===== src/xcfp_pkg.sv =====
// Shared constants, state codes, parser state types and character class helpers
// for the XOR-checksum frame parser. No dependencies.
`default_nettype none

package xcfp_pkg;

    localparam logic [7:0] START_CHAR = 8'h24;
    localparam logic [7:0] STAR_CHAR  = 8'h2A;
    localparam logic [7:0] PLUS_CHAR  = 8'h2B;
    localparam logic [7:0] MINUS_CHAR = 8'h2D;
    localparam logic [7:0] ZERO_CHAR  = 8'h30;
    localparam logic [7:0] LOWER_X    = 8'h78;
    localparam logic [7:0] UPPER_X    = 8'h58;

    localparam int VALUE_W = 16;
    localparam int CSUM_W  = 8;

    // Frame phase codes.
    localparam logic [1:0] FP_START = 2'd0;
    localparam logic [1:0] FP_DATA  = 2'd1;
    localparam logic [1:0] FP_CHECK = 2'd2;

    // Decimal parser phase codes.
    localparam logic [1:0] DP_SKIP   = 2'd0;
    localparam logic [1:0] DP_DIGITS = 2'd1;
    localparam logic [1:0] DP_DONE   = 2'd2;

    // Hex parser phase codes.
    localparam logic [2:0] HP_SKIP   = 3'd0;
    localparam logic [2:0] HP_SIGN   = 3'd1;
    localparam logic [2:0] HP_ZERO   = 3'd2;
    localparam logic [2:0] HP_PREFIX = 3'd3;
    localparam logic [2:0] HP_DIGITS = 3'd4;
    localparam logic [2:0] HP_DONE   = 3'd5;

    typedef struct packed {
        logic [1:0]         phase;
        logic               negative;
        logic [VALUE_W-1:0] accum;
    } dec_state_t;

    typedef struct packed {
        logic [2:0]        phase;
        logic              negative;
        logic [CSUM_W-1:0] accum;
    } hex_state_t;

    localparam dec_state_t DEC_RESET = '{phase: DP_SKIP, negative: 1'b0, accum: '0};
    localparam hex_state_t HEX_RESET = '{phase: HP_SKIP, negative: 1'b0, accum: '0};

    function automatic logic is_space(input logic [7:0] c);
        return c inside {8'h20, [8'h09:8'h0D]};
    endfunction

    function automatic logic is_dec_digit(input logic [7:0] c);
        return c inside {[8'h30:8'h39]};
    endfunction

    function automatic logic is_hex_digit(input logic [7:0] c);
        return c inside {[8'h30:8'h39], [8'h41:8'h46], [8'h61:8'h66]};
    endfunction

    // Nibble value of a hex digit; meaningless for other characters.
    function automatic logic [3:0] hex_nibble(input logic [7:0] c);
        logic [7:0] d;
        begin
            if (c inside {[8'h30:8'h39]}) begin
                d = c - 8'h30;
            end else if (c inside {[8'h41:8'h46]}) begin
                d = c - 8'h37;
            end else begin
                d = c - 8'h57;
            end
            return d[3:0];
        end
    endfunction

endpackage

`default_nettype wire


===== src/xcfp_dec_parse.sv =====
// Next-state logic of the decimal field parser: whitespace skip, sign, digits.
// Depends on xcfp_pkg.
`default_nettype none

module xcfp_dec_parse
    import xcfp_pkg::*;
(
    input  wire logic       feed,
    input  wire logic [7:0] data,
    input  wire dec_state_t cur,
    output dec_state_t      nxt
);

    logic [VALUE_W-1:0] times_ten;
    logic               in_digits;

    assign times_ten = (cur.accum << 3) + (cur.accum << 1);

    always_comb
    begin
        nxt       = cur;
        in_digits = 1'b0;
        if (feed) begin
            case (cur.phase)
                DP_SKIP:
                begin
                    if (data == PLUS_CHAR || data == MINUS_CHAR) begin
                        nxt.negative = (data == MINUS_CHAR);
                        nxt.phase    = DP_DIGITS;
                    end else if (!is_space(data)) begin
                        in_digits = 1'b1;
                    end
                end
                DP_DIGITS: in_digits = 1'b1;
                default:   nxt.phase = cur.phase;
            endcase
            // The first non-space, non-sign character is handled as a digit position.
            if (in_digits) begin
                if (is_dec_digit(data)) begin
                    nxt.accum = times_ten + {{(VALUE_W-4){1'b0}}, data[3:0]};
                    nxt.phase = DP_DIGITS;
                end else begin
                    nxt.phase = DP_DONE;
                end
            end
        end
    end

endmodule

`default_nettype wire


===== src/xcfp_hex_parse.sv =====
// Next-state logic of the hex checksum parser: whitespace, sign, 0x prefix,
// digits, keeping the low eight bits. Depends on xcfp_pkg.
`default_nettype none

module xcfp_hex_parse
    import xcfp_pkg::*;
(
    input  wire logic       feed,
    input  wire logic [7:0] data,
    input  wire hex_state_t cur,
    output hex_state_t      nxt
);

    logic       digit;
    logic [3:0] nib;

    assign digit = is_hex_digit(data);
    assign nib   = hex_nibble(data);

    always_comb
    begin
        nxt = cur;
        if (feed) begin
            case (cur.phase)
                HP_SKIP, HP_SIGN:
                begin
                    if (cur.phase == HP_SKIP && is_space(data)) begin
                        nxt.phase = HP_SKIP;
                    end else if (cur.phase == HP_SKIP
                                 && (data == PLUS_CHAR || data == MINUS_CHAR)) begin
                        nxt.negative = (data == MINUS_CHAR);
                        nxt.phase    = HP_SIGN;
                    end else if (data == ZERO_CHAR) begin
                        nxt.phase = HP_ZERO;
                    end else if (digit) begin
                        nxt.accum = {4'h0, nib};
                        nxt.phase = HP_DIGITS;
                    end else begin
                        nxt.phase = HP_DONE;
                    end
                end
                HP_ZERO, HP_PREFIX:
                begin
                    if (cur.phase == HP_ZERO && (data == LOWER_X || data == UPPER_X)) begin
                        nxt.phase = HP_PREFIX;
                    end else if (digit) begin
                        nxt.accum = {4'h0, nib};
                        nxt.phase = HP_DIGITS;
                    end else begin
                        nxt.phase = HP_DONE;
                    end
                end
                HP_DIGITS:
                begin
                    if (digit) begin
                        nxt.accum = {cur.accum[3:0], nib};
                    end else begin
                        nxt.phase = HP_DONE;
                    end
                end
                default: nxt.phase = HP_DONE;
            endcase
        end
    end

endmodule

`default_nettype wire


===== src/xor_checksum_frame_parser.sv =====
// Top level of the XOR-checksum frame parser: input register, frame state,
// result register. Depends on xcfp_pkg, xcfp_dec_parse and xcfp_hex_parse.
//
//   channel | direction | handshake          | payload
//   --------+-----------+--------------------+----------------------
//   in      | input     | in_valid/in_ready  | data_byte, last_byte
//   out     | output    | out_valid/out_ready| frame_ok, value
//
// One byte beat is taken every cycle while no registered last byte waits on a
// result; the rate is set by the update of the frame state from the input register.
// A result is registered in the result register when its last byte leaves the input register.
// Reset returns the parser to the start of a frame and empties both registers.
// A waiting result stalls only a registered last byte; other bytes keep flowing.
`default_nettype none

module xor_checksum_frame_parser
    import xcfp_pkg::*;
(
    input  wire logic               clk,
    input  wire logic               rst_n,
    input  wire logic               in_valid,
    output wire logic               in_ready,
    input  wire logic [7:0]         data_byte,
    input  wire logic               last_byte,
    output wire logic               out_valid,
    input  wire logic               out_ready,
    output wire logic               frame_ok,
    output wire logic [VALUE_W-1:0] value
);

    logic               in_valid_reg;
    logic [7:0]         byte_reg;
    logic               last_reg;

    logic [1:0]         frame_phase_reg, frame_phase_next;
    logic               start_bad_reg, start_bad_next;
    logic [CSUM_W-1:0]  xor_reg, xor_next;
    dec_state_t         dec_reg, dec_next;
    hex_state_t         hex_reg, hex_next;

    logic               out_valid_reg;
    logic               frame_ok_reg;
    logic [VALUE_W-1:0] value_reg;

    logic               out_free;
    logic               consume;
    logic               in_rdy;
    logic               data_feed;
    logic               hex_feed;
    logic               bad_start;
    logic [CSUM_W-1:0]  recv_csum;
    logic [VALUE_W-1:0] dec_value;
    logic               ok;

    assign out_free = !out_valid_reg || out_ready;
    assign consume  = in_valid_reg && (!last_reg || out_free);
    assign in_rdy   = !in_valid_reg || consume;

    assign bad_start = (frame_phase_reg == FP_START) && (byte_reg != START_CHAR);
    assign data_feed = bad_start || ((frame_phase_reg == FP_DATA) && (byte_reg != STAR_CHAR));
    assign hex_feed  = (frame_phase_reg == FP_CHECK);

    xcfp_dec_parse u_dec (
        .feed (data_feed),
        .data (byte_reg),
        .cur  (dec_reg),
        .nxt  (dec_next)
    );

    xcfp_hex_parse u_hex (
        .feed (hex_feed),
        .data (byte_reg),
        .cur  (hex_reg),
        .nxt  (hex_next)
    );

    always_comb
    begin
        start_bad_next = start_bad_reg | bad_start;
        xor_next       = data_feed ? (xor_reg ^ byte_reg) : xor_reg;
        case (frame_phase_reg)
            FP_START: frame_phase_next = FP_DATA;
            FP_DATA:  frame_phase_next = (byte_reg == STAR_CHAR) ? FP_CHECK : FP_DATA;
            default:  frame_phase_next = FP_CHECK;
        endcase
    end

    // The verdict uses the state after the last byte has been folded in.
    assign recv_csum = hex_next.negative ? (CSUM_W'(0) - hex_next.accum) : hex_next.accum;
    assign dec_value = dec_next.negative ? (VALUE_W'(0) - dec_next.accum) : dec_next.accum;
    assign ok        = !start_bad_next && (frame_phase_next == FP_CHECK)
                       && (recv_csum == xor_next);

    always_ff @(posedge clk or negedge rst_n)
    begin
        if (!rst_n) begin
            in_valid_reg <= 1'b0;
        end else if (in_rdy) begin
            in_valid_reg <= in_valid;
        end
    end

    always_ff @(posedge clk)
    begin
        if (in_rdy && in_valid) begin
            byte_reg <= data_byte;
            last_reg <= last_byte;
        end
    end

    always_ff @(posedge clk or negedge rst_n)
    begin
        if (!rst_n) begin
            frame_phase_reg <= FP_START;
            start_bad_reg   <= 1'b0;
            xor_reg         <= '0;
            dec_reg         <= DEC_RESET;
            hex_reg         <= HEX_RESET;
        end else if (consume) begin
            if (last_reg) begin
                frame_phase_reg <= FP_START;
                start_bad_reg   <= 1'b0;
                xor_reg         <= '0;
                dec_reg         <= DEC_RESET;
                hex_reg         <= HEX_RESET;
            end else begin
                frame_phase_reg <= frame_phase_next;
                start_bad_reg   <= start_bad_next;
                xor_reg         <= xor_next;
                dec_reg         <= dec_next;
                hex_reg         <= hex_next;
            end
        end
    end

    always_ff @(posedge clk or negedge rst_n)
    begin
        if (!rst_n) begin
            out_valid_reg <= 1'b0;
        end else if (consume && last_reg) begin
            out_valid_reg <= 1'b1;
        end else if (out_ready) begin
            out_valid_reg <= 1'b0;
        end
    end

    always_ff @(posedge clk)
    begin
        if (consume && last_reg) begin
            frame_ok_reg <= ok;
            value_reg    <= ok ? dec_value : '0;
        end
    end

    assign in_ready  = in_rdy;
    assign out_valid = out_valid_reg;
    assign frame_ok  = frame_ok_reg;
    assign value     = value_reg;

    // A finished frame always leaves a result behind.
    a_last_makes_result: assert property (@(posedge clk) disable iff (!rst_n)
        consume && last_reg |=> out_valid_reg)
        else $error("last byte consumed without a result");

    // After a frame ends the parser starts clean.
    a_frame_restart: assert property (@(posedge clk) disable iff (!rst_n)
        consume && last_reg |=> frame_phase_reg == FP_START && xor_reg == '0
                                && !start_bad_reg)
        else $error("frame state not cleared after last byte");

    // A failed frame never reports a value.
    a_fail_zero_value: assert property (@(posedge clk) disable iff (!rst_n)
        out_valid_reg && !frame_ok_reg |-> value_reg == '0)
        else $error("value nonzero on failed frame");

    // The input side stalls only behind a waiting result.
    a_stall_cause: assert property (@(posedge clk) disable iff (!rst_n)
        !in_rdy |-> in_valid_reg && last_reg && out_valid_reg && !out_ready)
        else $error("input stalled without a pending result");

endmodule

`default_nettype wire

===== config.mk =====
export PLATFORM = sky130hd
export DESIGN_NAME = xor_checksum_frame_parser
export DESIGN_NICKNAME = d
export VERILOG_FILES = /design/src/xcfp_pkg.sv /design/src/xcfp_dec_parse.sv /design/src/xcfp_hex_parse.sv /design/src/xor_checksum_frame_parser.sv
export SDC_FILE = /design/constraint.sdc
export NUM_CORES = 1
export LEC_CHECK = 0
export BUFFER_PORTS_ARGS = -buffer_cell sky130_fd_sc_hd__buf_2
export CORE_ASPECT_RATIO = 0.75
export CORE_MARGIN = 8
export CORE_UTILIZATION = 45
export DETAILED_ROUTE_END_ITERATION = 7
export GPL_ROUTABILITY_DRIVEN = 0
export GPL_TIMING_DRIVEN = 1
export MAX_ROUTING_LAYER = met4
export PLACE_DENSITY = 0.61
export REMOVE_ABC_BUFFERS = 1
export SYNTH_ARGS = -nofsm -noshare
export SYNTH_HDL_FRONTEND = slang
export SYNTH_SLANG_ARGS = --single-unit

===== constraint.sdc =====
create_clock -name clk -period 10.7 [get_ports clk]
set_input_delay 3.21 -clock clk [delete_from_list [all_inputs] [get_ports clk]]
set_output_delay 3.21 -clock clk [all_outputs]
set_load 0.01 [all_outputs]

* Word-level counts from Yosys, hierarchy flattened *
Cells that the tools add are included.

storage, ports and cells
  bits in registers = 70
  input bits = 13
  output and inout bits = 19
  word-level logic and storage cells = 132

cells by class
  add/sub/neg operators = 7
  $lt $le $gt $ge = 8
  equality and inequality tests = 19
  multiplexer cells = 43
  bitwise gates (word level) = 2
  reductions and logical operators = 38

operators by type and width
  cell                   count
  $mux 8                 8
  $mux 16                3
  $eq 8x6->1 const B     5
  $mux 19                2
  $mux 12                2
  $pmux 8 s3             1
  $mux 3                 6
  $add 16x16->16         1
  $add 16x4->16          1
  $eq 8x7->1 const B     2
  $ge 8x7->1 const B     2
  $le 8x7->1 const B     2
  $ne 8x6->1 const B     2
  $sub 1x16->16 const A  1
  $logic_and 1x1->1      14
  $mux 1                 10
  $mux 2                 5
  $mux 9                 1
  $pmux 3 s3             1
  $reduce_bool 3->1      3
  $eq 8x8->1             1
  $ge 8x4->1 const B     1
  $ge 8x6->1 const B     1
  $le 8x4->1 const B     1
  23 further kinds       41

* Depth between registers and ports, before layout *
Gate-level depths: netlist of the first run.

  word-level depth = 14
  gate-level depth with buffers = 17
  depth with buffers taken out = 16

* Hierarchy *
From an unflattened synthesis of the first run, not the netlist that was laid out.

second synthesis, totals
  cells, all modules = 597
  area, all modules = 5317.6 µm²

modules (own cells, without submodules)
  module                     times used  cells each  area each (µm²)  sequential area each (µm²)
  xor_checksum_frame_parser  1           344         3442.1           1881.8
  xcfp_dec_parse             1           162         1203.7           0.0
  xcfp_hex_parse             1           91          671.9            0.0

* Worst setup path after synthesis of the first run *
No wires, ideal clock.

  path kind = input port to output port
  start point = input out_ready
  end point = output in_ready
  data arrival time = 3884 ps
  required time = 7490 ps
  path slack = 3606 ps
  cell stages on the path = 2
  buffers on the path = 0
  cell sequence = or3_1 -> or2_2

on the way
  cells in the longest elaborated chain, start to end = 4

ends and longest elaborated chain
  item               line                             RTL
  from (decl)        xor_checksum_frame_parser.sv:26  input wire logic out_ready,
  $logic_or 1x1->1   xor_checksum_frame_parser.sv:55  assign out_free = !out_valid_reg || out_ready;
  $logic_or 1x1->1   xor_checksum_frame_parser.sv:56  assign consume = in_valid_reg && (!last_reg || out_free);
  $logic_and 1x1->1  xor_checksum_frame_parser.sv:56
  $logic_or 1x1->1   xor_checksum_frame_parser.sv:57  assign in_rdy = !in_valid_reg || consume;
  to (decl)          xor_checksum_frame_parser.sv:22  output wire logic in_ready,

No other way between the ends.

* Final worst setup path of the first run *
Same ends and word-level chain as after synthesis.

==> flow_results.xml, run 1 <==
<?xml version="1.0" encoding="UTF-8"?>
<metrics>
  <group name="outcome">
    <metric name="status" unit="">completed</metric>
  </group>
  <group name="floorplanning">
    <metric name="placeableCoreArea" unit="um^2">11700</metric>
    <metric name="design.die.area" unit="um^2">15900</metric>
    <metric name="initial_core_utilization" unit="%">46.5</metric>
    <metric name="num_rows" unit="">34</metric>
    <metric name="i_o_pin_count" unit="">32</metric>
    <metric name="die_boundary_width" unit="um">143</metric>
    <metric name="fp.dieH" unit="um">111</metric>
  </group>
  <group name="clocking">
    <metric name="clkTransAtPathRegs" unit="ns">0.06</metric>
    <metric name="postCtsSetupBuffers" unit="">0</metric>
    <metric name="clock_path_buffers" unit="">2</metric>
    <metric name="cts_tree" unit="">built</metric>
    <metric name="cts.sink_count" unit="">70</metric>
    <metric name="clock_latency" unit="ns">0.33</metric>
    <metric name="root_buffer" unit="">sky130_fd_sc_hd__clkbuf_16</metric>
    <metric name="hold_buf_count_cts" unit="">0</metric>
    <metric name="cts_bufs_inserted" unit="">9</metric>
    <metric name="ctsResizeCount" unit="">0</metric>
    <metric name="cts.htree.levels" unit="">3</metric>
  </group>
  <group name="setup_path">
    <metric name="worstSetupEndpointType" unit="">output port</metric>
    <metric name="crit_required" unit="ns">7.49</metric>
    <metric name="rr_startpoint" unit="">byte_reg[0]</metric>
    <metric name="crit_cells" unit="">4</metric>
    <metric name="r2r_cells" unit="">16</metric>
    <metric name="critPathCapture" unit="">in_ready</metric>
    <metric name="classification_of_the_worst_setup_path" unit="">primary input to output port</metric>
    <metric name="number_of_buffers_and_inverters_on_the_critical_path" unit="">2</metric>
    <metric name="worstPathCellList" unit="">buf_2, or3_1, or2_2, buf_2</metric>
    <metric name="crit_top_cell" unit="">sky130_fd_sc_hd__buf_2</metric>
    <metric name="critical-path-slowest-cell" unit="">sky130_fd_sc_hd__or3_1</metric>
    <metric name="largest_incremental_delay_on_the_critical_path" unit="ns">0.37</metric>
    <metric name="critical-path-top-delay-family" unit="">simple AND/OR/NAND/NOR gates</metric>
    <metric name="worst_path_arrival_time" unit="ns">4.15</metric>
    <metric name="cp-startpoint" unit="">out_ready</metric>
    <metric name="timing.rr.end" unit="">value[2]</metric>
    <metric name="critical_path.max_fanout" unit="">3</metric>
    <metric name="worst_setup_path_start_kind" unit="">primary input</metric>
    <metric name="r2r_slack" unit="ns">5.38</metric>
  </group>
  <group name="pwr">
    <metric name="cellLeakagePower" unit="nW">2.41</metric>
    <metric name="power.ir.vdd_worst" unit="mV">0.108</metric>
    <metric name="power.density" unit="nW/um^2">158</metric>
  </group>
  <group name="synthesis">
    <metric name="syn-mean-instance-area" unit="um^2">9.09</metric>
    <metric name="synth.largest_area_cell" unit="">sky130_fd_sc_hd__dfrtp_1</metric>
    <metric name="synthesis.yosys.warnings" unit="">0</metric>
    <metric name="seq_area_frac_synth" unit="%">34.6</metric>
    <metric name="synth_ff_type" unit="">sky130_fd_sc_hd__dfrtp_1</metric>
    <metric name="postSynthRegisterBits" unit="">70</metric>
    <metric name="syn_area" unit="um^2">5440</metric>
    <metric name="async_flop_share" unit="%">62.9</metric>
    <metric name="synthDominantCellAreaShare" unit="%">20.2</metric>
    <metric name="synth_area_leaders" unit="">sky130_fd_sc_hd__dfrtp_1 20%, sky130_fd_sc_hd__edfxtp_1 14%, sky130_fd_sc_hd__ha_1 7.4%</metric>
    <metric name="synth_enable_flop_cells" unit="">26</metric>
    <metric name="postSynthCellCount" unit="">599</metric>
    <metric name="netlist-cell-type-count" unit="">86</metric>
  </group>
  <group name="route">
    <metric name="routedWlPerCell" unit="um">18.5</metric>
    <metric name="ant_nets" unit="">0</metric>
    <metric name="route.final.wire_length" unit="mm">14.6</metric>
    <metric name="via_per_inst" unit="">6.13</metric>
    <metric name="route.vias.total" unit="">4817</metric>
    <metric name="route.detailed.drc" unit="">0</metric>
    <metric name="initial_detailed_routing_violation_count" unit="">411</metric>
    <metric name="detail_route.first_pass.iterations" unit="">6</metric>
  </group>
  <group name="finish">
    <metric name="most_common_library_cell_in_the_layout_ignoring_fill_and_taps" unit="">sky130_fd_sc_hd__nand2_1</metric>
    <metric name="area_growth_syn_to_layout" unit="%">11.3</metric>
    <metric name="most_frequent_cells_in_the_layout" unit="">70 x sky130_fd_sc_hd__nand2_1, 60 x sky130_fd_sc_hd__o21ai_0, 44 x sky130_fd_sc_hd__dfrtp_1</metric>
    <metric name="layout.filler_cells" unit="">1084</metric>
    <metric name="antenna_cells_inserted" unit="">0</metric>
    <metric name="finish.instance_area" unit="um^2">6060</metric>
    <metric name="layout-drive-gt1-share" unit="%">15.7</metric>
    <metric name="largest_reg_flops" unit="">19</metric>
    <metric name="final_nets" unit="">666</metric>
    <metric name="finalCoreUtilization" unit="%">51.8</metric>
    <metric name="final_cells" unit="">786</metric>
  </group>
  <group name="grt">
    <metric name="antenna_found_initial" unit="">0</metric>
    <metric name="globalRouteOverflowTotal" unit="">0</metric>
    <metric name="grt_max_degree" unit="">47</metric>
    <metric name="grt_pass1_wl" unit="mm">23.6</metric>
    <metric name="total_routing_resource_utilization_after_global_routing" unit="%">19.0</metric>
    <metric name="number_of_global_route_vias_before_repair" unit="">4483</metric>
  </group>
  <group name="sta">
    <metric name="fin_skew" unit="ns">0.00637</metric>
    <metric name="fin_crit_sh" unit="%">68.7</metric>
    <metric name="tns" unit="ns">0</metric>
    <metric name="worst-slew-pin-transition" unit="ns">1.18</metric>
    <metric name="max_slew_margin" unit="%">20.9</metric>
    <metric name="final_period_minus_worst_setup_slack" unit="ns">7.36</metric>
    <metric name="drv_slew" unit="">0</metric>
    <metric name="final_hold_viol_count" unit="">0</metric>
    <metric name="rsz0062_at_grt" unit="">no</metric>
    <metric name="fmax" unit="MHz">136</metric>
    <metric name="final-setup-viol-count" unit="">0</metric>
  </group>
  <group name="job">
    <metric name="maxCapViolCount" unit="">0</metric>
  </group>
  <group name="place">
    <metric name="place_area" unit="um^2">5710</metric>
    <metric name="hpwlAfterDp" unit="mm">10.5</metric>
    <metric name="io_buffers" unit="">31</metric>
    <metric name="post-place-cells" unit="">770</metric>
  </group>
  <group name="worst_hold_path">
    <metric name="timing.hold.worst.class" unit="">flop to flop</metric>
  </group>
</metrics>
## metrics by stage
stage	worst slack (ns)	hold WS [ns]	power (mW)
6_report	3.34	0.494	0.955
5_1_grt	3.31	0.515	1.00
4_1_cts	3.33	0.494	0.958
3_5_place_dp	3.34	0.469	0.600
3_3_place_gp	3.38	0.470	0.593
2_1_floorplan	3.61	0.444	0.527
## worst reg2reg max path: cells and delay by family (launching register included)
| family | cells | cell delay (ns) |
|---|---|---|
| and+or+nand+nor | 6 | 1.40 |
| DFF | 1 | 0.57 |
| buffers and inverters | 1 | 0.28 |
| AOI/OAI and AO/OA | 7 | 2.14 |
| adders and majority gates | 2 | 0.62 |
## worst min-delay path by stage
stage                     startpoint    endpoint  cells past startpoint
after floorplan           hex_reg[6]  hex_reg[6]                      2
after global placement    hex_reg[6]  hex_reg[6]                      2
after detailed placement  hex_reg[6]  hex_reg[6]                      2
after CTS                 hex_reg[6]  hex_reg[6]                      2
after global routing      hex_reg[6]  hex_reg[6]                      2
final                     hex_reg[6]  hex_reg[6]                      2
## power breakdown
part	switching, mW	total (mW)	internal, mW
clock network	0.119	0.353	0.235
logic	0.162	0.255	0.0936
registers	0.0410	0.346	0.305
## layout make-up
class	count	area, um^2	share of cell area (%)
clock buffer	11	243	4.01
tap	162	203	3.35
multi-input combinational	485	3370	55.6
inverter	18	67.6	1.12
clock inverter	5	106	1.76
timing repair buffer	35	185	3.06
sequential	70	1880	31.1
## logic make-up (layout without fill, tap and decap cells)
family          count (synthesis)  count (layout)  share of synthesized area [%]
simple gates                  210             210                           20.6
compound gates                195             195                           25.2
mux                             7               7                           1.56
fa+ha+maj                      34              34                           8.09
xor+xnor                       39              39                           6.28
flops                          70              70                           34.6
buf+inv                        44              69                           3.68
## metal layers
| metal | up-vias | track usage (%) | routed length, um |
|---|---|---|---|
| li1 | 2279 | - | - |
| met1 | 2309 | 26.1 | 7210 |
| met2 | 207 | 27.4 | 6000 |
| met3 | 22 | 4.39 | 1110 |
| met4 | 0 | 4.87 | 248 |
| met5 | - | - | 0 |
## Yosys cell counts, types with 5 or more instances
| cell | instances |
|---|---|
| sky130_fd_sc_hd__nand2_1 | 70 |
| sky130_fd_sc_hd__o21ai_0 | 60 |
| sky130_fd_sc_hd__dfrtp_1 | 44 |
| sky130_fd_sc_hd__a21oi_1 | 37 |
| sky130_fd_sc_hd__nor2_1 | 36 |
| sky130_fd_sc_hd__ha_1 | 32 |
| sky130_fd_sc_hd__xnor2_1 | 27 |
| sky130_fd_sc_hd__edfxtp_1 | 26 |
| sky130_fd_sc_hd__nor3_1 | 20 |
| sky130_fd_sc_hd__inv_1 | 18 |
| sky130_fd_sc_hd__clkbuf_1 | 15 |
| sky130_fd_sc_hd__nand3_1 | 12 |
| sky130_fd_sc_hd__xor2_1 | 12 |
| sky130_fd_sc_hd__a22o_1 | 10 |
| sky130_fd_sc_hd__a211oi_1 | 9 |
| sky130_fd_sc_hd__a211oi_2 | 9 |
| sky130_fd_sc_hd__nand2b_1 | 8 |
| sky130_fd_sc_hd__buf_2 | 7 |
| sky130_fd_sc_hd__or2_2 | 7 |
| sky130_fd_sc_hd__a31oi_1 | 6 |
| sky130_fd_sc_hd__o211ai_1 | 6 |
| sky130_fd_sc_hd__and3_1 | 5 |
| sky130_fd_sc_hd__o22ai_1 | 5 |
No activity file was read; power rests on OpenSTA's default activity.
==> run 2: changes to the inputs <==
ABC_AREA = 1   (was unset)
clock period = 7 ns   (was 10.7 ns; I/O delays follow)
==> flow_results.xml, run 2 <==
<?xml version="1.0" encoding="UTF-8"?>
<metrics>
  <group name="route">
    <metric name="ant_nets" unit="">0</metric>
    <metric name="via_per_inst" unit="">5.34</metric>
    <metric name="route.vias.total" unit="">4972</metric>
    <metric name="route.detailed.drc" unit="">0</metric>
    <metric name="detail_route.first_pass.iterations" unit="">5</metric>
    <metric name="routedWlPerCell" unit="um">15.4</metric>
    <metric name="route.final.wire_length" unit="mm">14.3</metric>
    <metric name="initial_detailed_routing_violation_count" unit="">458</metric>
  </group>
  <group name="synthesis">
    <metric name="post_synth_top_cells" unit="">209 x sky130_fd_sc_hd__nand2_1, 94 x sky130_fd_sc_hd__inv_1, 63 x sky130_fd_sc_hd__nand3_1, 54 x sky130_fd_sc_hd__nor2_1, 44 x sky130_fd_sc_hd__dfrtp_1</metric>
    <metric name="netlist-cell-type-count" unit="">44</metric>
    <metric name="postSynthCellCount" unit="">738</metric>
    <metric name="syn-mean-instance-area" unit="um^2">7.29</metric>
    <metric name="synth_area_leaders" unit="">sky130_fd_sc_hd__dfrtp_1 20%, sky130_fd_sc_hd__nand2_1 15%, sky130_fd_sc_hd__edfxtp_1 15%</metric>
    <metric name="postSynthRegisterBits" unit="">70</metric>
    <metric name="synth_enable_flop_cells" unit="">26</metric>
    <metric name="synth.largest_area_cell" unit="">sky130_fd_sc_hd__dfrtp_1</metric>
    <metric name="synthesis.yosys.warnings" unit="">0</metric>
    <metric name="yosys.cell_count.top_type" unit="">sky130_fd_sc_hd__nand2_1</metric>
    <metric name="async_flop_share" unit="%">62.9</metric>
    <metric name="synth_ff_type" unit="">sky130_fd_sc_hd__dfrtp_1</metric>
    <metric name="syn_area" unit="um^2">5380</metric>
    <metric name="synthDominantCellAreaShare" unit="%">20.5</metric>
    <metric name="seq_area_frac_synth" unit="%">35.0</metric>
  </group>
  <group name="sta">
    <metric name="tns" unit="ns">0</metric>
    <metric name="worst-slew-pin-transition" unit="ns">1.06</metric>
    <metric name="max_slew_margin" unit="%">28.9</metric>
    <metric name="final-setup-viol-count" unit="">0</metric>
    <metric name="rsz0062_at_grt" unit="">no</metric>
    <metric name="fmax" unit="MHz">211</metric>
    <metric name="fin_worst_hold_slack" unit="ns">0.490</metric>
    <metric name="drv_slew" unit="">0</metric>
    <metric name="final_hold_viol_count" unit="">0</metric>
    <metric name="fin_skew" unit="ns">0.00911</metric>
    <metric name="fin_crit_sh" unit="%">67.6</metric>
    <metric name="final_period_minus_worst_setup_slack" unit="ns">4.73</metric>
  </group>
  <group name="clocking">
    <metric name="ctsResizeCount" unit="">0</metric>
    <metric name="clock_latency" unit="ns">0.33</metric>
    <metric name="postCtsSetupBuffers" unit="">0</metric>
    <metric name="cts_tree" unit="">built</metric>
    <metric name="cts_bufs_inserted" unit="">9</metric>
    <metric name="clock_path_buffers" unit="">2</metric>
    <metric name="hold_buf_count_cts" unit="">0</metric>
    <metric name="cts.htree.levels" unit="">3</metric>
    <metric name="root_buffer" unit="">sky130_fd_sc_hd__clkbuf_16</metric>
    <metric name="cts.sink_count" unit="">70</metric>
    <metric name="clkTransAtPathRegs" unit="ns">0.06</metric>
  </group>
  <group name="grt">
    <metric name="grt_pass1_wl" unit="mm">23.8</metric>
    <metric name="grt_max_degree" unit="">45</metric>
    <metric name="globalRouteOverflowTotal" unit="">0</metric>
    <metric name="number_of_global_route_vias_before_repair" unit="">4615</metric>
    <metric name="antenna_found_initial" unit="">0</metric>
    <metric name="total_routing_resource_utilization_after_global_routing" unit="%">19.2</metric>
  </group>
  <group name="setup_path">
    <metric name="rr_startpoint" unit="">byte_reg[3]</metric>
    <metric name="cp-startpoint" unit="">out_ready</metric>
    <metric name="critical_path.max_fanout" unit="">21</metric>
    <metric name="worst_path_arrival_time" unit="ns">4.98</metric>
    <metric name="crit_required" unit="ns">7.25</metric>
    <metric name="classification_of_the_worst_setup_path" unit="">primary input to flop</metric>
    <metric name="worstSetupEndpointType" unit="">flop</metric>
    <metric name="r2r_cells" unit="">15</metric>
    <metric name="critical-path-slowest-cell" unit="">sky130_fd_sc_hd__inv_1</metric>
    <metric name="critPathCapture" unit="">hex_reg[11]</metric>
    <metric name="crit_top_cell" unit="">sky130_fd_sc_hd__inv_1</metric>
    <metric name="worstPathCellList" unit="">buf_2, inv_1, nand3_1, nand2_1, inv_1, nand2_1, inv_1, a31oi_1, inv_1, nand2_1, a21oi_1</metric>
    <metric name="worst_setup_path_start_kind" unit="">primary input</metric>
    <metric name="r2r_slack" unit="ns">2.90</metric>
    <metric name="timing.rr.end" unit="">value[13]</metric>
    <metric name="largest_incremental_delay_on_the_critical_path" unit="ns">0.83</metric>
  </group>
  <group name="floorplanning">
    <metric name="num_rows" unit="">34</metric>
    <metric name="fp.dieH" unit="um">111</metric>
    <metric name="initial_core_utilization" unit="%">46.3</metric>
    <metric name="die_boundary_width" unit="um">142</metric>
    <metric name="i_o_pin_count" unit="">32</metric>
    <metric name="design.die.area" unit="um^2">15700</metric>
    <metric name="placeableCoreArea" unit="um^2">11600</metric>
  </group>
  <group name="pwr">
    <metric name="power.density" unit="nW/um^2">210</metric>
    <metric name="power.ir.vdd_worst" unit="mV">0.112</metric>
    <metric name="cellLeakagePower" unit="nW">2.89</metric>
  </group>
  <group name="finish">
    <metric name="finish.instance_area" unit="um^2">5930</metric>
    <metric name="layout-drive-gt1-share" unit="%">12.1</metric>
    <metric name="finalCoreUtilization" unit="%">51.1</metric>
    <metric name="antenna_cells_inserted" unit="">0</metric>
    <metric name="most_common_library_cell_in_the_layout_ignoring_fill_and_taps" unit="">sky130_fd_sc_hd__nand2_1</metric>
    <metric name="layout.filler_cells" unit="">1154</metric>
    <metric name="seq_area" unit="um^2">1880</metric>
    <metric name="final_nets" unit="">812</metric>
    <metric name="area_growth_syn_to_layout" unit="%">10.3</metric>
    <metric name="largest_reg_flops" unit="">19</metric>
    <metric name="most_frequent_cells_in_the_layout" unit="">209 x sky130_fd_sc_hd__nand2_1, 94 x sky130_fd_sc_hd__inv_1, 63 x sky130_fd_sc_hd__nand3_1</metric>
    <metric name="multi_input_comb_area" unit="um^2">3010</metric>
  </group>
  <group name="place">
    <metric name="io_buffers" unit="">31</metric>
    <metric name="place_area" unit="um^2">5640</metric>
    <metric name="hpwlAfterDp" unit="mm">10.8</metric>
  </group>
  <group name="outcome">
    <metric name="status" unit="">completed</metric>
  </group>
  <group name="job">
    <metric name="maxCapViolCount" unit="">0</metric>
  </group>
  <group name="worst_hold_path">
    <metric name="worstHoldPathCells" unit="">2</metric>
    <metric name="timing.hold.worst.class" unit="">flop to flop</metric>
  </group>
</metrics>
## run 2: routing by layer
metal  share of wire [%]  routed length (um)  up-vias  GRT usage, %
li1                    -                   -     2457             -
met2                  41                5920      157          26.5
met5                   0                   0        -             -
met1                  51                7290     2344          27.9
met3                 6.3                 908       14          3.96
met4                 1.3                 182        0          4.57
## run 2: layout make-up
class / instances / share of cell area [%]
flip-flops and latches: 70 / 31.7
inverters: 104 / 6.66
clock inverters: 4 / 0.822
well taps: 162 / 3.42
repair buffers: 31 / 2.61
clock buffers: 11 / 4.09
multi-input cells: 549 / 50.7
## run 2: worst min path at each step
stage,startpoint,to,slack (ns)
6_report,dec_reg[15],dec_reg[15],0.49
5_1_grt,dec_reg[15],dec_reg[15],0.52
4_1_cts,dec_reg[15],dec_reg[15],0.50
3_5_place_dp,dec_reg[15],dec_reg[15],0.48
3_3_place_gp,dec_reg[15],dec_reg[15],0.46
2_1_floorplan,dec_reg[15],dec_reg[15],0.45
## run 2: critical path, delay by kind of cell
family | cells | cell delay, ns
AO/OA/AOI/OAI | 2 | 0.26
buffers and inverters | 5 | 1.77
AND/OR/NAND/NOR | 4 | 0.84
## run 2: kinds of logic (layout without fill, tap and decap cells)
family	after synthesis	count (layout)	share of synthesized area [%]
and+or+nand+nor	375	375	30.9
buffers and inverters	119	150	9.12
AOI/OAI and AO/OA	107	107	11.5
DFF	70	70	35.0
adders and majority gates	34	34	8.19
xor gates and xnor gates	33	33	5.37
## run 2: power by group
part	internal [mW]	switching, mW	leakage, nW
registers	0.458	0.0277	0.849
logic	0.0954	0.206	1.89
clock network	0.283	0.176	0.145
total	0.837	0.410	2.89
## run 2: per-stage QoR
stage | setup slack (ns) | total power, mW | cells
global placement | 2.11 | 0.784 | 916
floorplan | 2.57 | 0.707 | 723
global route | 2.05 | 1.31 | 931
finish | 2.27 | 1.25 | 931
detailed placement | 1.97 | 0.789 | 916
CTS | 2.32 | 1.25 | 931
==> run 3: changes to the inputs <==
clock period = 4.63 ns   (was 7 ns; I/O delays follow)
==> flow_results.xml, run 3 (synthesized netlist as in run 2, its figures left out) <==
<?xml version="1.0" encoding="UTF-8"?>
<metrics>
  <group name="pwr">
    <metric name="net_sw_share" unit="%">32.7</metric>
    <metric name="power.ir.vdd_worst" unit="mV">0.187</metric>
    <metric name="cell_internal_pwr" unit="mW">1.31</metric>
    <metric name="power" unit="mW">1.95</metric>
    <metric name="power.density" unit="nW/um^2">325</metric>
    <metric name="comb_power_share" unit="%">24.2</metric>
    <metric name="fraction_of_power_consumed_by_sequential_logic" unit="%">37.5</metric>
    <metric name="clock_power_share" unit="%">38.3</metric>
    <metric name="cellLeakagePower" unit="nW">2.92</metric>
    <metric name="netSwitchingPower" unit="mW">0.639</metric>
  </group>
  <group name="sta">
    <metric name="fin_skew" unit="ns">0.00695</metric>
    <metric name="fmax" unit="MHz">252</metric>
    <metric name="max_slew_margin" unit="%">29.8</metric>
    <metric name="fin_crit_sh" unit="%">85.7</metric>
    <metric name="final_hold_viol_count" unit="">0</metric>
    <metric name="fin_worst_hold_slack" unit="ns">0.481</metric>
    <metric name="tns" unit="ns">0</metric>
    <metric name="drv_slew" unit="">0</metric>
    <metric name="final_period_minus_worst_setup_slack" unit="ns">3.97</metric>
    <metric name="final-setup-viol-count" unit="">0</metric>
    <metric name="worst_slack" unit="ns">0.661</metric>
    <metric name="rsz0062_at_grt" unit="">no</metric>
    <metric name="worst-slew-pin-transition" unit="ns">1.05</metric>
  </group>
  <group name="worst_hold_path">
    <metric name="worstHoldStart" unit="">dec_reg[15]</metric>
    <metric name="timing.hold.worst.class" unit="">flop to flop</metric>
  </group>
  <group name="finish">
    <metric name="antenna_cells_inserted" unit="">0</metric>
    <metric name="area_growth_syn_to_layout" unit="%">11.4</metric>
    <metric name="finish.instance_area" unit="um^2">5990</metric>
    <metric name="seq_area" unit="um^2">1880</metric>
    <metric name="most_frequent_cells_in_the_layout" unit="">209 x sky130_fd_sc_hd__nand2_1, 94 x sky130_fd_sc_hd__inv_1, 63 x sky130_fd_sc_hd__nand3_1</metric>
    <metric name="largest_reg_flops" unit="">19</metric>
    <metric name="multi_input_comb_area" unit="um^2">3010</metric>
    <metric name="layout-drive-gt1-share" unit="%">12.6</metric>
    <metric name="final_nets" unit="">817</metric>
    <metric name="layout.filler_cells" unit="">1131</metric>
    <metric name="final_cells" unit="">937</metric>
    <metric name="most_common_library_cell_in_the_layout_ignoring_fill_and_taps" unit="">sky130_fd_sc_hd__nand2_1</metric>
    <metric name="finalCoreUtilization" unit="%">51.6</metric>
  </group>
  <group name="setup_path">
    <metric name="worst_path_arrival_time" unit="ns">4.07</metric>
    <metric name="number_of_buffers_and_inverters_on_the_critical_path" unit="">1</metric>
    <metric name="worstPathCellList" unit="">fa_1, inv_1, fa_1, o31ai_1, a21oi_1, xor2_1, nand2_1, o21ai_1, nand2_1, nor2_1, nand3_1, nand2_1, nand3_1, nand3_1, nor2_1</metric>
    <metric name="worstSetupEndpointType" unit="">flop</metric>
    <metric name="worst_setup_path_start_kind" unit="">flop</metric>
    <metric name="classification_of_the_worst_setup_path" unit="">flop to flop</metric>
    <metric name="critical-path-top-delay-family" unit="">adder cells</metric>
    <metric name="largest_incremental_delay_on_the_critical_path" unit="ns">0.66</metric>
    <metric name="critical_path.max_fanout" unit="">13</metric>
    <metric name="rr_startpoint" unit="">byte_reg[3]</metric>
    <metric name="critical-path-slowest-cell" unit="">sky130_fd_sc_hd__fa_1</metric>
    <metric name="cp-startpoint" unit="">byte_reg[3]</metric>
    <metric name="crit_required" unit="ns">4.73</metric>
  </group>
  <group name="grt">
    <metric name="antenna_found_initial" unit="">0</metric>
    <metric name="total_routing_resource_utilization_after_global_routing" unit="%">19.9</metric>
    <metric name="grt_pass1_wl" unit="mm">24.2</metric>
    <metric name="grt_max_degree" unit="">45</metric>
    <metric name="number_of_global_route_vias_before_repair" unit="">4650</metric>
    <metric name="globalRouteOverflowTotal" unit="">0</metric>
  </group>
  <group name="floorplanning">
    <metric name="placeableCoreArea" unit="um^2">11600</metric>
    <metric name="num_rows" unit="">34</metric>
    <metric name="initial_core_utilization" unit="%">46.3</metric>
    <metric name="i_o_pin_count" unit="">32</metric>
    <metric name="fp.dieH" unit="um">111</metric>
    <metric name="die_boundary_width" unit="um">142</metric>
    <metric name="design.die.area" unit="um^2">15700</metric>
  </group>
  <group name="clocking">
    <metric name="postCtsSetupBuffers" unit="">0</metric>
    <metric name="clock_latency" unit="ns">0.34</metric>
    <metric name="cts_tree" unit="">built</metric>
    <metric name="cts_bufs_inserted" unit="">9</metric>
    <metric name="cts.sink_count" unit="">70</metric>
    <metric name="clkTransAtPathRegs" unit="ns">0.06</metric>
    <metric name="root_buffer" unit="">sky130_fd_sc_hd__clkbuf_16</metric>
    <metric name="ctsResizeCount" unit="">0</metric>
    <metric name="clock_path_buffers" unit="">2</metric>
    <metric name="cts.htree.levels" unit="">3</metric>
    <metric name="hold_buf_count_cts" unit="">0</metric>
  </group>
  <group name="route">
    <metric name="route.detailed.drc" unit="">0</metric>
    <metric name="route.vias.total" unit="">4995</metric>
    <metric name="via_per_inst" unit="">5.33</metric>
    <metric name="route.final.wire_length" unit="mm">14.8</metric>
    <metric name="initial_detailed_routing_violation_count" unit="">503</metric>
    <metric name="ant_nets" unit="">0</metric>
    <metric name="detail_route.first_pass.iterations" unit="">5</metric>
    <metric name="routedWlPerCell" unit="um">15.8</metric>
  </group>
  <group name="place">
    <metric name="hpwlAfterDp" unit="mm">11.2</metric>
    <metric name="post-place-ws" unit="ns">0.746</metric>
    <metric name="post-place-cells" unit="">921</metric>
    <metric name="io_buffers" unit="">31</metric>
    <metric name="place_area" unit="um^2">5680</metric>
  </group>
  <group name="job">
    <metric name="maxCapViolCount" unit="">0</metric>
  </group>
  <group name="outcome">
    <metric name="status" unit="">completed</metric>
  </group>
</metrics>
[run 3: cell types whose count changed in the layout (fill, tap and decap cells not counted), sizes merged]
cell	delta
clkinv	-1
bufinv	+1
inv	+1
buf	+5
clkbuf	-1
clkinvlp	+1
[run 3: area by class of cell]
type                            instances  area share [%]
Tap cell                              162            3.38
Inverter                              104            6.60
Multi-Input combinational cell        549            50.2
Clock buffer                           10            3.82
Sequential cell                        70            31.4
Clock inverter                          6            1.42
Timing Repair Buffer                   36            3.21
[run 3: final timing paths]
| check | to | slack, ns | cells past startpoint |
|---|---|---|---|
| setup / recovery | value[13] | 0.66 | 15 |
| hold / removal | dec_reg[15] | 0.48 | 2 |
| setup reg to reg | value[13] | 0.66 | 15 |
| hold reg to reg | dec_reg[15] | 0.48 | 2 |
| max in group asynchronous | hex_reg[11] | 2.74 | 1 |
| min in group asynchronous | dec_reg[10] | 1.24 | 1 |
[run 3: worst reg2reg max path, delay by kind of cell, from the launching register on]
kind	cells	cell delay, ns
AOI/OAI and AO/OA	3	0.90
xor gates and xnor gates	1	0.16
adders and majority gates	2	1.15
buffers and inverters	1	0.07
DFF	1	0.65
and+or+nand+nor	8	0.80
[run 3: metal layers]
metal	GRT usage [%]	wire length (um)	vias to the layer above
li1	-	-	2467
met1	28.8	7540	2329
met2	27.8	6120	183
met3	3.92	997	16
met4	4.50	175	0
met5	-	0	-
[run 3: power groups by stage]
stage	sequential (mW)	combinational, mW	clock (mW)
2_1_floorplan	0.738	0.332	0
3_3_place_gp	0.742	0.458	0
3_5_place_dp	0.743	0.461	0
4_1_cts	0.732	0.465	0.758
5_1_grt	0.738	0.527	0.786
6_report	0.732	0.471	0.747
